===== src/rtl/assert_macros.svh =====
// ----------------------------------------------------------------------------
// Assertion macros
// Shared concurrent-assertion wrappers for the meter RTL.
// ----------------------------------------------------------------------------
`ifndef ASSERT_MACROS_SVH
`define ASSERT_MACROS_SVH

// Consequent must hold in the same cycle as the antecedent
`define ASSERT_SAME(label, clk, rst_n, ante, cons, msg) \
    label: assert property (@(posedge clk) disable iff (!(rst_n)) (ante) |-> (cons)) \
        else $error(msg);

// Consequent must hold in the cycle after the antecedent
`define ASSERT_NEXT(label, clk, rst_n, ante, cons, msg) \
    label: assert property (@(posedge clk) disable iff (!(rst_n)) (ante) |=> (cons)) \
        else $error(msg);

`endif


===== src/rtl/vph_pkg.sv =====
`timescale 1ns / 1ps
// ----------------------------------------------------------------------------
// vph_pkg
// Types and fixed constants of the VU meter peak hold and decay block.
// ----------------------------------------------------------------------------
package vph_pkg;

    localparam int CHANNELS   = 2;
    localparam int LEVEL_BITS = 6;
    localparam int HOLD_BITS  = 8;
    localparam int STEP_BITS  = 12;
    localparam int INDEX_BITS = 2;

    typedef logic [LEVEL_BITS-1:0] t_level;
    typedef logic [HOLD_BITS-1:0]  t_hold;
    typedef logic [STEP_BITS-1:0]  t_step;

    // Configuration register indexes
    typedef enum logic [INDEX_BITS-1:0] {
        CFG_PEAK_HOLD  = 2'd0,
        CFG_DECAY_HOLD = 2'd1,
        CFG_DECAY_STEP = 2'd2
    } t_cfg_index;

    // Register values after reset
    localparam t_hold PEAK_HOLD_RST  = 8'd30;
    localparam t_hold DECAY_HOLD_RST = 8'd3;
    localparam t_step DECAY_STEP_RST = 12'd273;

    // Ballistics settings shared by all channels
    typedef struct packed {
        t_hold peak_hold;
        t_hold decay_hold;
        t_step decay_step;
    } t_cfg;

endpackage


===== src/rtl/vph_ifs.sv =====
`timescale 1ns / 1ps
// ----------------------------------------------------------------------------
// vph interfaces
// Level input channel, meter result channel and configuration write channel.
// ----------------------------------------------------------------------------
interface vph_lvl_if;
    logic              valid;
    logic              ready;
    vph_pkg::t_level   level_ch0;
    vph_pkg::t_level   level_ch1;

    modport source (output valid, output level_ch0, output level_ch1, input ready);
    modport sink   (input valid, input level_ch0, input level_ch1, output ready);
endinterface

interface vph_mtr_if;
    logic              valid;
    logic              ready;
    vph_pkg::t_level   decay_level_ch0;
    vph_pkg::t_level   peak_level_ch0;
    vph_pkg::t_level   decay_level_ch1;
    vph_pkg::t_level   peak_level_ch1;

    modport source (output valid, output decay_level_ch0, output peak_level_ch0,
                    output decay_level_ch1, output peak_level_ch1, input ready);
    modport sink   (input valid, input decay_level_ch0, input peak_level_ch0,
                    input decay_level_ch1, input peak_level_ch1, output ready);
endinterface

interface vph_cfg_if;
    logic                                valid;
    logic                                ready;
    logic [vph_pkg::INDEX_BITS-1:0]      index;
    logic [vph_pkg::STEP_BITS-1:0]       data;

    modport source (output valid, output index, output data, input ready);
    modport sink   (input valid, input index, input data, output ready);
endinterface


===== src/rtl/vph_cfg_regs.sv =====
`timescale 1ns / 1ps
// ----------------------------------------------------------------------------
// vph_cfg_regs
// Configuration register file: peak hold, decay hold and decay step.
// ----------------------------------------------------------------------------
module vph_cfg_regs (
    input  logic            i_clk,
    input  logic            i_rst_n,
    vph_cfg_if.sink         i_cfg,
    output vph_pkg::t_cfg   o_cfg
);

    vph_pkg::t_cfg r_cfg;

    // Always take writes; an unknown index is dropped
    assign i_cfg.ready = 1'b1;

    always_ff @(posedge i_clk) begin
        if (!i_rst_n) begin
            r_cfg.peak_hold  <= vph_pkg::PEAK_HOLD_RST;
            r_cfg.decay_hold <= vph_pkg::DECAY_HOLD_RST;
            r_cfg.decay_step <= vph_pkg::DECAY_STEP_RST;
        end else if (i_cfg.valid) begin
            case (i_cfg.index)
                vph_pkg::CFG_PEAK_HOLD: begin
                    r_cfg.peak_hold <= i_cfg.data[vph_pkg::HOLD_BITS-1:0];
                end
                vph_pkg::CFG_DECAY_HOLD: begin
                    r_cfg.decay_hold <= i_cfg.data[vph_pkg::HOLD_BITS-1:0];
                end
                vph_pkg::CFG_DECAY_STEP: begin
                    r_cfg.decay_step <= i_cfg.data;
                end
                default: begin
                end
            endcase
        end
    end

    assign o_cfg = r_cfg;

endmodule


===== src/rtl/vph_chan.sv =====
`timescale 1ns / 1ps
// ----------------------------------------------------------------------------
// vph_chan
// One channel of meter ballistics: peak hold, decay hold and linear fall,
// with the rounded decay level and the peak held in result registers.
// ----------------------------------------------------------------------------
module vph_chan #(
    parameter int FRACTION_BITS = 8
) (
    input  logic              i_clk,
    input  logic              i_rst_n,
    input  logic              i_en,
    input  vph_pkg::t_level   i_level,
    input  vph_pkg::t_cfg     i_cfg,
    output vph_pkg::t_level   o_decay_level,
    output vph_pkg::t_level   o_peak_level
);

    localparam int LB = vph_pkg::LEVEL_BITS;
    localparam int DW = LB + FRACTION_BITS;
    localparam int CW = (DW > vph_pkg::STEP_BITS) ? DW : vph_pkg::STEP_BITS;
    localparam logic [DW:0] HALF = (DW+1)'(1) << (FRACTION_BITS - 1);

    vph_pkg::t_level  r_peak;
    vph_pkg::t_hold   r_peak_tmr;
    logic [DW-1:0]    r_decay;
    vph_pkg::t_hold   r_decay_tmr;
    vph_pkg::t_level  r_decay_out;

    vph_pkg::t_level  n_peak;
    vph_pkg::t_hold   n_peak_tmr;
    logic [DW-1:0]    n_decay;
    vph_pkg::t_hold   n_decay_tmr;
    vph_pkg::t_level  n_decay_out;

    vph_pkg::t_level  pk_load;
    vph_pkg::t_hold   pk_tmr;
    logic [DW-1:0]    scaled;
    logic [CW-1:0]    decay_ext;
    logic [CW-1:0]    step_ext;
    logic [CW-1:0]    decay_diff;
    logic [DW:0]      rnd_sum;
    logic [LB:0]      rnd_level;

    // Peak: follow a level at or above it, count the hold down, then drop to zero
    always_comb begin
        if (i_level >= r_peak) begin
            pk_load = i_level;
            pk_tmr  = i_cfg.peak_hold;
        end else begin
            pk_load = r_peak;
            pk_tmr  = r_peak_tmr;
        end
        if (pk_tmr == '0) begin
            n_peak     = '0;
            n_peak_tmr = pk_tmr;
        end else begin
            n_peak     = pk_load;
            n_peak_tmr = pk_tmr - 1'b1;
        end
    end

    // Decay: jump up, hold, then fall by the step and saturate at zero
    assign scaled     = {i_level, {FRACTION_BITS{1'b0}}};
    assign decay_ext  = CW'(r_decay);
    assign step_ext   = CW'(i_cfg.decay_step);
    assign decay_diff = decay_ext - step_ext;

    always_comb begin
        n_decay     = r_decay;
        n_decay_tmr = r_decay_tmr;
        if (scaled >= r_decay) begin
            n_decay     = scaled;
            n_decay_tmr = i_cfg.decay_hold;
        end else if (r_decay_tmr == '0) begin
            n_decay = (decay_ext > step_ext) ? decay_diff[DW-1:0] : '0;
        end else begin
            n_decay_tmr = r_decay_tmr - 1'b1;
        end
    end

    // Round the new decay level to nearest, half up, clamp to full scale
    assign rnd_sum   = {1'b0, n_decay} + HALF;
    assign rnd_level = rnd_sum[DW:FRACTION_BITS];
    assign n_decay_out = rnd_level[LB] ? {LB{1'b1}} : rnd_level[LB-1:0];

    // Advance the channel state once per accepted frame
    always_ff @(posedge i_clk) begin
        if (!i_rst_n) begin
            r_peak      <= '0;
            r_peak_tmr  <= '0;
            r_decay     <= '0;
            r_decay_tmr <= '0;
        end else if (i_en) begin
            r_peak      <= n_peak;
            r_peak_tmr  <= n_peak_tmr;
            r_decay     <= n_decay;
            r_decay_tmr <= n_decay_tmr;
        end
    end

    // Result register for the rounded level
    always_ff @(posedge i_clk) begin
        if (i_en) begin
            r_decay_out <= n_decay_out;
        end
    end

    assign o_decay_level = r_decay_out;
    assign o_peak_level  = r_peak;

endmodule


===== src/rtl/vu_peak_hold_decay.sv =====
`timescale 1ns / 1ps
// Takes one level word per display frame and returns one meter word per frame.
// A word may be accepted in every clock cycle while the result side takes each
// result. Each word passes the input register and then the result register.
// While the word sits in the input register, every channel reads its peak and
// decay state. When the update stage advances, each channel rewrites that state
// and loads the result register. Back-pressure on the result side stalls the
// update stage. While a result waits, the input register takes a word only if
// it is empty, and then holds that word until the result slot drains. Settings
// should be written only while no frame is in flight.
// ----------------------------------------------------------------------------
// vu_peak_hold_decay
// VU meter ballistics with peak hold and hold-then-fall decay per channel.
// ----------------------------------------------------------------------------
`include "assert_macros.svh"

module vu_peak_hold_decay #(
    parameter int FRACTION_BITS = 8
) (
    input  logic      i_clk,
    input  logic      i_rst_n,
    vph_lvl_if.sink   i_lvl,
    vph_mtr_if.source o_mtr,
    vph_cfg_if.sink   i_cfg
);

    vph_pkg::t_cfg    cfg;
    logic             r_in_vld;
    vph_pkg::t_level  r_lvl [vph_pkg::CHANNELS];
    logic             r_out_vld;
    logic             advance;
    vph_pkg::t_level  decay_lvl [vph_pkg::CHANNELS];
    vph_pkg::t_level  peak_lvl  [vph_pkg::CHANNELS];

    vph_cfg_regs u_cfg (
        .i_clk   (i_clk),
        .i_rst_n (i_rst_n),
        .i_cfg   (i_cfg),
        .o_cfg   (cfg)
    );

    // Update stage moves when the input register holds a word and the result slot is empty or being drained
    assign advance     = r_in_vld && (!r_out_vld || o_mtr.ready);
    assign i_lvl.ready = !r_in_vld || advance;

    // Hold the input word
    always_ff @(posedge i_clk) begin
        if (!i_rst_n) begin
            r_in_vld <= 1'b0;
        end else if (i_lvl.ready) begin
            r_in_vld <= i_lvl.valid;
        end
    end

    always_ff @(posedge i_clk) begin
        if (i_lvl.valid && i_lvl.ready) begin
            r_lvl[0] <= i_lvl.level_ch0;
            r_lvl[1] <= i_lvl.level_ch1;
        end
    end

    // Result slot
    always_ff @(posedge i_clk) begin
        if (!i_rst_n) begin
            r_out_vld <= 1'b0;
        end else if (advance) begin
            r_out_vld <= 1'b1;
        end else if (o_mtr.ready) begin
            r_out_vld <= 1'b0;
        end
    end

    for (genvar c = 0; c < vph_pkg::CHANNELS; c++) begin : g_chan
        vph_chan #(
            .FRACTION_BITS (FRACTION_BITS)
        ) u_chan (
            .i_clk         (i_clk),
            .i_rst_n       (i_rst_n),
            .i_en          (advance),
            .i_level       (r_lvl[c]),
            .i_cfg         (cfg),
            .o_decay_level (decay_lvl[c]),
            .o_peak_level  (peak_lvl[c])
        );
    end

    assign o_mtr.valid           = r_out_vld;
    assign o_mtr.decay_level_ch0 = decay_lvl[0];
    assign o_mtr.peak_level_ch0  = peak_lvl[0];
    assign o_mtr.decay_level_ch1 = decay_lvl[1];
    assign o_mtr.peak_level_ch1  = peak_lvl[1];

    // A frame that leaves the input register shows up as a result next cycle
    `ASSERT_NEXT(a_adv_gives_result, i_clk, i_rst_n, advance, o_mtr.valid, "update lost a result")
    // A stalled result must freeze the channel state
    `ASSERT_SAME(a_stall_blocks_update, i_clk, i_rst_n, o_mtr.valid && !o_mtr.ready, !advance, "state moved under a stalled result")
    // An accepted word is held in the input register
    `ASSERT_NEXT(a_accept_fills_input, i_clk, i_rst_n, i_lvl.valid && i_lvl.ready, r_in_vld, "accepted word dropped")

endmodule

===== src/flat_wrapper.sv =====
// flat-port wrapper written by rule: the top's interface ports become plain ports
module vu_peak_hold_decay_flat 
#(
    parameter int FRACTION_BITS = 8
)
  (i_clk, i_rst_n, i_lvl_valid, i_lvl_level_ch0, i_lvl_level_ch1, i_lvl_ready, o_mtr_valid, o_mtr_decay_level_ch0, o_mtr_peak_level_ch0, o_mtr_decay_level_ch1, o_mtr_peak_level_ch1, o_mtr_ready, i_cfg_valid, i_cfg_index, i_cfg_data, i_cfg_ready);
  vph_lvl_if i_lvl_i ();
  vph_mtr_if o_mtr_i ();
  vph_cfg_if i_cfg_i ();
  input  logic i_clk;
  input  logic i_rst_n;
  input wire logic [$bits(i_lvl_i.valid)-1:0] i_lvl_valid;
  input wire logic [$bits(i_lvl_i.level_ch0)-1:0] i_lvl_level_ch0;
  input wire logic [$bits(i_lvl_i.level_ch1)-1:0] i_lvl_level_ch1;
  output wire logic [$bits(i_lvl_i.ready)-1:0] i_lvl_ready;
  output wire logic [$bits(o_mtr_i.valid)-1:0] o_mtr_valid;
  output wire logic [$bits(o_mtr_i.decay_level_ch0)-1:0] o_mtr_decay_level_ch0;
  output wire logic [$bits(o_mtr_i.peak_level_ch0)-1:0] o_mtr_peak_level_ch0;
  output wire logic [$bits(o_mtr_i.decay_level_ch1)-1:0] o_mtr_decay_level_ch1;
  output wire logic [$bits(o_mtr_i.peak_level_ch1)-1:0] o_mtr_peak_level_ch1;
  input wire logic [$bits(o_mtr_i.ready)-1:0] o_mtr_ready;
  input wire logic [$bits(i_cfg_i.valid)-1:0] i_cfg_valid;
  input wire logic [$bits(i_cfg_i.index)-1:0] i_cfg_index;
  input wire logic [$bits(i_cfg_i.data)-1:0] i_cfg_data;
  output wire logic [$bits(i_cfg_i.ready)-1:0] i_cfg_ready;
  assign i_lvl_i.valid = i_lvl_valid;
  assign i_lvl_i.level_ch0 = i_lvl_level_ch0;
  assign i_lvl_i.level_ch1 = i_lvl_level_ch1;
  assign i_lvl_ready = i_lvl_i.ready;
  assign o_mtr_valid = o_mtr_i.valid;
  assign o_mtr_decay_level_ch0 = o_mtr_i.decay_level_ch0;
  assign o_mtr_peak_level_ch0 = o_mtr_i.peak_level_ch0;
  assign o_mtr_decay_level_ch1 = o_mtr_i.decay_level_ch1;
  assign o_mtr_peak_level_ch1 = o_mtr_i.peak_level_ch1;
  assign o_mtr_i.ready = o_mtr_ready;
  assign i_cfg_i.valid = i_cfg_valid;
  assign i_cfg_i.index = i_cfg_index;
  assign i_cfg_i.data = i_cfg_data;
  assign i_cfg_ready = i_cfg_i.ready;
  vu_peak_hold_decay #(.FRACTION_BITS(FRACTION_BITS)) u_core (.i_clk(i_clk), .i_rst_n(i_rst_n), .i_lvl(i_lvl_i), .o_mtr(o_mtr_i), .i_cfg(i_cfg_i));
endmodule

===== config.mk =====
export PLATFORM = sky130hd
export DESIGN_NAME = vu_peak_hold_decay_flat
export DESIGN_NICKNAME = d
export VERILOG_FILES = /design/src/rtl/vph_pkg.sv /design/src/rtl/vph_ifs.sv /design/src/rtl/vph_cfg_regs.sv /design/src/rtl/vph_chan.sv /design/src/rtl/vu_peak_hold_decay.sv /design/src/flat_wrapper.sv
export VERILOG_INCLUDE_DIRS = /design/src /design/src/rtl
export SDC_FILE = /design/constraint.sdc
export NUM_CORES = 1
export LEC_CHECK = 0
export BUFFER_PORTS_ARGS = -buffer_cell sky130_fd_sc_hd__buf_2
export CORE_UTILIZATION = 50
export DETAILED_ROUTE_END_ITERATION = 8
export PLACE_DENSITY = 0.7
export SLEW_MARGIN = 20
export SYNTH_ARGS = -nofsm -noshare
export SYNTH_HDL_FRONTEND = slang
export SYNTH_SLANG_ARGS = --single-unit

===== constraint.sdc =====
create_clock -name i_clk -period 4.6 [get_ports i_clk]
set_clock_uncertainty 0.15 [all_clocks]
set_input_delay 0.46 -clock i_clk [delete_from_list [all_inputs] [get_ports i_clk]]
set_output_delay 0.46 -clock i_clk [all_outputs]
set_load 0.03 [all_outputs]

==> results.md <==
Floorplanning:
- The full die area is 17100 sq um.
- The number of ports placed on the die boundary is 58.
- The region available for standard cell placement spans around 16000 sq um.
- The width of the chip is 131 um.
- The initial utilization of the core area, before any placement, comes to about half.
- The y dimension of the die is ~130 um.
- The floorplan has 46 rows.

Cells and area:
- The utilization after layout is around three fifths.
- The area growth from synthesis to layout is 12.5%.
- The repair_antennas step left the layout with diodes totalling 0.
- The number of nets at the end of the flow is between 1000 and 1500.
- Cells with a size suffix above 1 make up between 10% and 20% of the layout.

Clock network:
- TritonCTS built the clock tree.
- Clock latency on the worst-skew pair, taken at its later pin, is 0.42 ns.
- The number of cells upsized or downsized after cts is 0.
- The H-tree level count is 4.
- The number of buffers created by CTS is 17.
- The root buffer cell is clkbuf_16.
- CTS saw between 100 and 150 sinks.
- The longest clock path from root to sink contains 2 buffers.
- The clock-pin slew on the worst setup and hold paths is approximately 0.050 ns.
- The count of hold-fix buffers inserted at cts is 0.
- The post-CTS setup buffer count is 0.

Power:
- VDD sags by at most between 0.0002 and 0.0003 V.
- The areal power density over the cells is approximately 400 nW/um^2.
- Summed over all cells, the static leakage comes to 3.80 nW.
- The design draws between 3 and 4 mW.

Synth:
- The xor-xnor portion of the synthesized cell area is ~2.3%.
- The simple logic cell fraction of the synthesized area is 21.7%.
- The proportion of synthesized area in mux cells is between 6 and 7%.
- The number of nets in the synthesized netlist is ~1100.
- After Yosys synthesis, full adders, half adders and majority gates account for slightly below 9% of the synthesized area.
- The dominant combinational cell family by area after synthesis is compound AO/OA/AOI/OAI gates.
- The number of library cell types mapped by synthesis is between 70 and 80.
- The fraction of the yosys area taken by sequential cells is ~33%.
- In this run, synthesis inferred 24 flip-flops with an integrated enable.
- Summing the areas of all compound-gate instances in the mapped netlist gives between 20% and 30% of the synthesized area.
- Counting flops and latches in the post-synthesis netlist gives between 100 and 150.
- After synthesis, the share of flip-flops with an asynchronous set or reset is 0%.
- The flip-flop cell with the highest count after synthesis is dfxtp_1.
- The average cell area after synthesis is roughly 8.4 sq um.
- The warning count from the yosys run is 0.
- The netlist area before placement is 8300 sq um.
- The synthesized netlist cell count is roughly 990.

Setup path:
- The category of the worst setup path capture point is a register.
- The start of the worst register-to-register path is u_core.r_lvl[0][0].
- At the worst endpoint, the arrival time is a little over 4 ns.
- The worst register-to-register path ends at u_core.g_chan[0].u_chan.o_peak_level[4].
- The critical path class is register to register.
- At the worst endpoint, the required time is between 4 and 5 ns.
- The worst-path maximum fanout is 6.
- The worst-case register-to-register setup slack is approximately 0.7 ns.
- The worst setup path is launched from a register.
- For the worst flop-to-flop path, the logic depth is 14.

Routing:
- The number of search-and-repair iterations in the first detailed-routing pass is 7.
- The residual antenna-violating net count after detailed routing is 0.
- The sum of routed wire length over all layers is between 20000 and 25000 um.
- The detail-routed net length per standard cell is 16.5 um.
- The DRC marker count from the first detailed-route iteration is 654.
- The routed layout has 7353 vias.
- In the routed layout, each cell is associated on average with a via count of 5.86.
- For this run, design rule violations remaining after detail routing come to 0.

STA:
- The final-layout setup total negative slack is 0 ns.
- After layout, the minimum clock period comes to slightly below 4 ns.
- The final period utilization is approximately 85%.
- Setup violations remaining at the end of the flow were counted as 0.
- The number of hold-slack violations in the final timing report is 0.
- The worst max-slew margin expressed relative to the limit is a little over two fifths.
- The number of pins exceeding their max-slew limit in the final report is 0.
- Setup repair after global routing left no endpoint under its margin.
- Based on the critical path, the design can be clocked at up to 256 MHz.
- For the pin with the worst max-slew slack, the measured transition is around 0.85 ns.

GRT:
- The maximum number of pins on one net before global-route repair is 62.
- The initial antenna violation count is 0.
- The wire length of the first global-routing pass is 33700 um.
- Global routing used 25.5% of the available tracks.
- The number of global-route vias before repair is approximately 6700.
- The residual overflow from global routing is 0.

Worst hold path:
- For hold timing, the worst endpoint is u_core.r_lvl[0][3].
- The worst min-delay path category is primary input to register.
- The origin of the worst min-delay path is i_lvl_level_ch0[3].
- The number of stages on the worst hold path is 1.

Placed design:
- The post-DP HPWL is 15000 um.
- The number of I/O port buffers is between 50 and 60.
- At the end of routability-driven placement, the weighted congestion stood at between 0.8 and 0.9.

Outcome:
- The flow ran to the end, and the final reports show no timing, DRC or antenna violations.

Run:
- Max-cap violations in this run came to 0.
worst max-delay path, cell delays in order, from the launching register on:
cell      delay (ns)
edfxtp_1        0.43
inv_1           0.08
ha_1            0.21
nand2b_1        0.13
a21o_1          0.17
a21o_1          0.17
a211oi_1        0.30
o21ba_2         0.25
mux2i_1         0.14
ha_1            0.25
and3_1          0.14
mux2i_1         0.40
nand2_1         0.19
nor3_1          0.60
a22o_1          0.23
layer usage:
metal / share of wire [%] / GRT usage, % / up-vias
met1: 48 / 34.3 / 3463
met5: 0 / 0 / -
met3: 5.2 / 5.13 / 31
met4: 2.2 / 9.74 / 0
met2: 44 / 40.1 / 193
li1: - / - / 3666
cell usage in the layout (no fill, tap or decap), drive strengths merged, types with 11 or more instances in the layout:
cell    Yosys  layout
nand2     104     104
dfxtp     102     102
nor2       69      69
o21ai      69      69
buf        10      69
ha         56      56
inv        51      52
a21oi      51      51
mux2i      36      36
nor2b      27      27
nor3       27      27
and2       27      27
nand3      24      24
edfxtp     24      24
clkbuf     44      21
a21boi     20      20
a21o       19      19
mux2       16      16
a22o       14      14
nor4       13      13
a211oi     13      13
xnor2      11      11
nor3b      11      11
xor2       11      11
nand2b     11      11
how the worst max path moves through the flow:
stage	from	end	slack, ns	cells after the start
6_report	u_core.r_lvl[0][0]	u_core.g_chan[0].u_chan.o_peak_level[4]	0.69	14
5_1_grt	u_core.r_lvl[0][0]	u_core.g_chan[0].u_chan.o_peak_level[5]	0.31	14
3_3_place_gp	u_core.r_lvl[0][0]	u_core.g_chan[0].u_chan.o_peak_level[0]	0.81	14
2_1_floorplan	u_core.g_chan[1].u_chan.o_peak_level[0]	u_core.g_chan[1].u_chan.o_peak_level[3]	0.64	14
3_5_place_dp	u_core.r_lvl[0][0]	u_core.g_chan[0].u_chan.o_peak_level[1]	0.76	14
4_1_cts	u_core.r_lvl[0][0]	u_core.g_chan[0].u_chan.o_peak_level[1]	0.73	14
synth_stat cells, types with 16 or more instances:
library cell | count | area share (%)
nor3_1 | 27 | 1.6
clkbuf_1 | 44 | 2.0
inv_1 | 51 | 2.3
a21oi_1 | 51 | 3.1
ha_1 | 56 | 8.4
o21ai_0 | 66 | 4.0
nor2b_1 | 27 | 2.0
edfxtp_1 | 24 | 8.7
dfxtp_1 | 102 | 25
nor2_1 | 69 | 3.1
mux2i_1 | 36 | 4.3
and2_1 | 27 | 2.0
mux2_2 | 16 | 2.2
nand3_1 | 24 | 1.4
nand2_1 | 104 | 4.7
a21boi_0 | 20 | 1.8
a21o_1 | 19 | 1.7
final cells by class:
cell class	count	area, sq um
clock inverters	10	109
clock buffers	21	483
well taps	216	270
repair buffers	69	378
fillers	1415	6730
inverters	52	195
flip-flops and latches	126	2760
multi-input cells	761	5130
cells by family after synthesis:
| logic type | count (synthesis) |
|---|---|
| flops | 126 |
| buf+inv | 106 |
| xor+xnor | 22 |
| fa+ha+maj | 58 |
| mux | 52 |
| simple gates | 357 |
| other cells | 1 |
| compound gates | 271 |
power by group:
part | internal (mW) | total, mW | switching, mW
Sequential | 1.21 | 1.29 | 0.0749
Clock | 0.855 | 1.36 | 0.502
Combinational | 0.397 | 0.987 | 0.590
Total | 2.46 | 3.63 | 1.17
state kept, by name (all words and copies together) (netlist names):
signal	flops
u_core.u_cfg.o_cfg	28
u_core.g_chan.u_chan.decay_ext	28
u_core.g_chan.u_chan.r_decay_tmr	16
u_core.r_lvl	12
u_core.o_mtr.valid	1
u_core.g_chan.u_chan.o_decay_level	12
u_core.g_chan.u_chan.r_peak_tmr	16
u_core.r_in_vld	1
u_core.g_chan.u_chan.o_peak_level	12
stage by stage:
step	setup WS [ns]	instances	hold WS (ns)	cell area (sq um)
final	0.694	1255	0.0632	9330
after global routing	0.309	1255	0.0501	9330
after CTS	0.733	1255	0.0518	9330
after detailed placement	0.757	1224	0.308	8730
after global placement	0.807	1224	0.302	8730
after floorplan	0.644	993	0.293	8300
(Power assumes the default switching activity.)
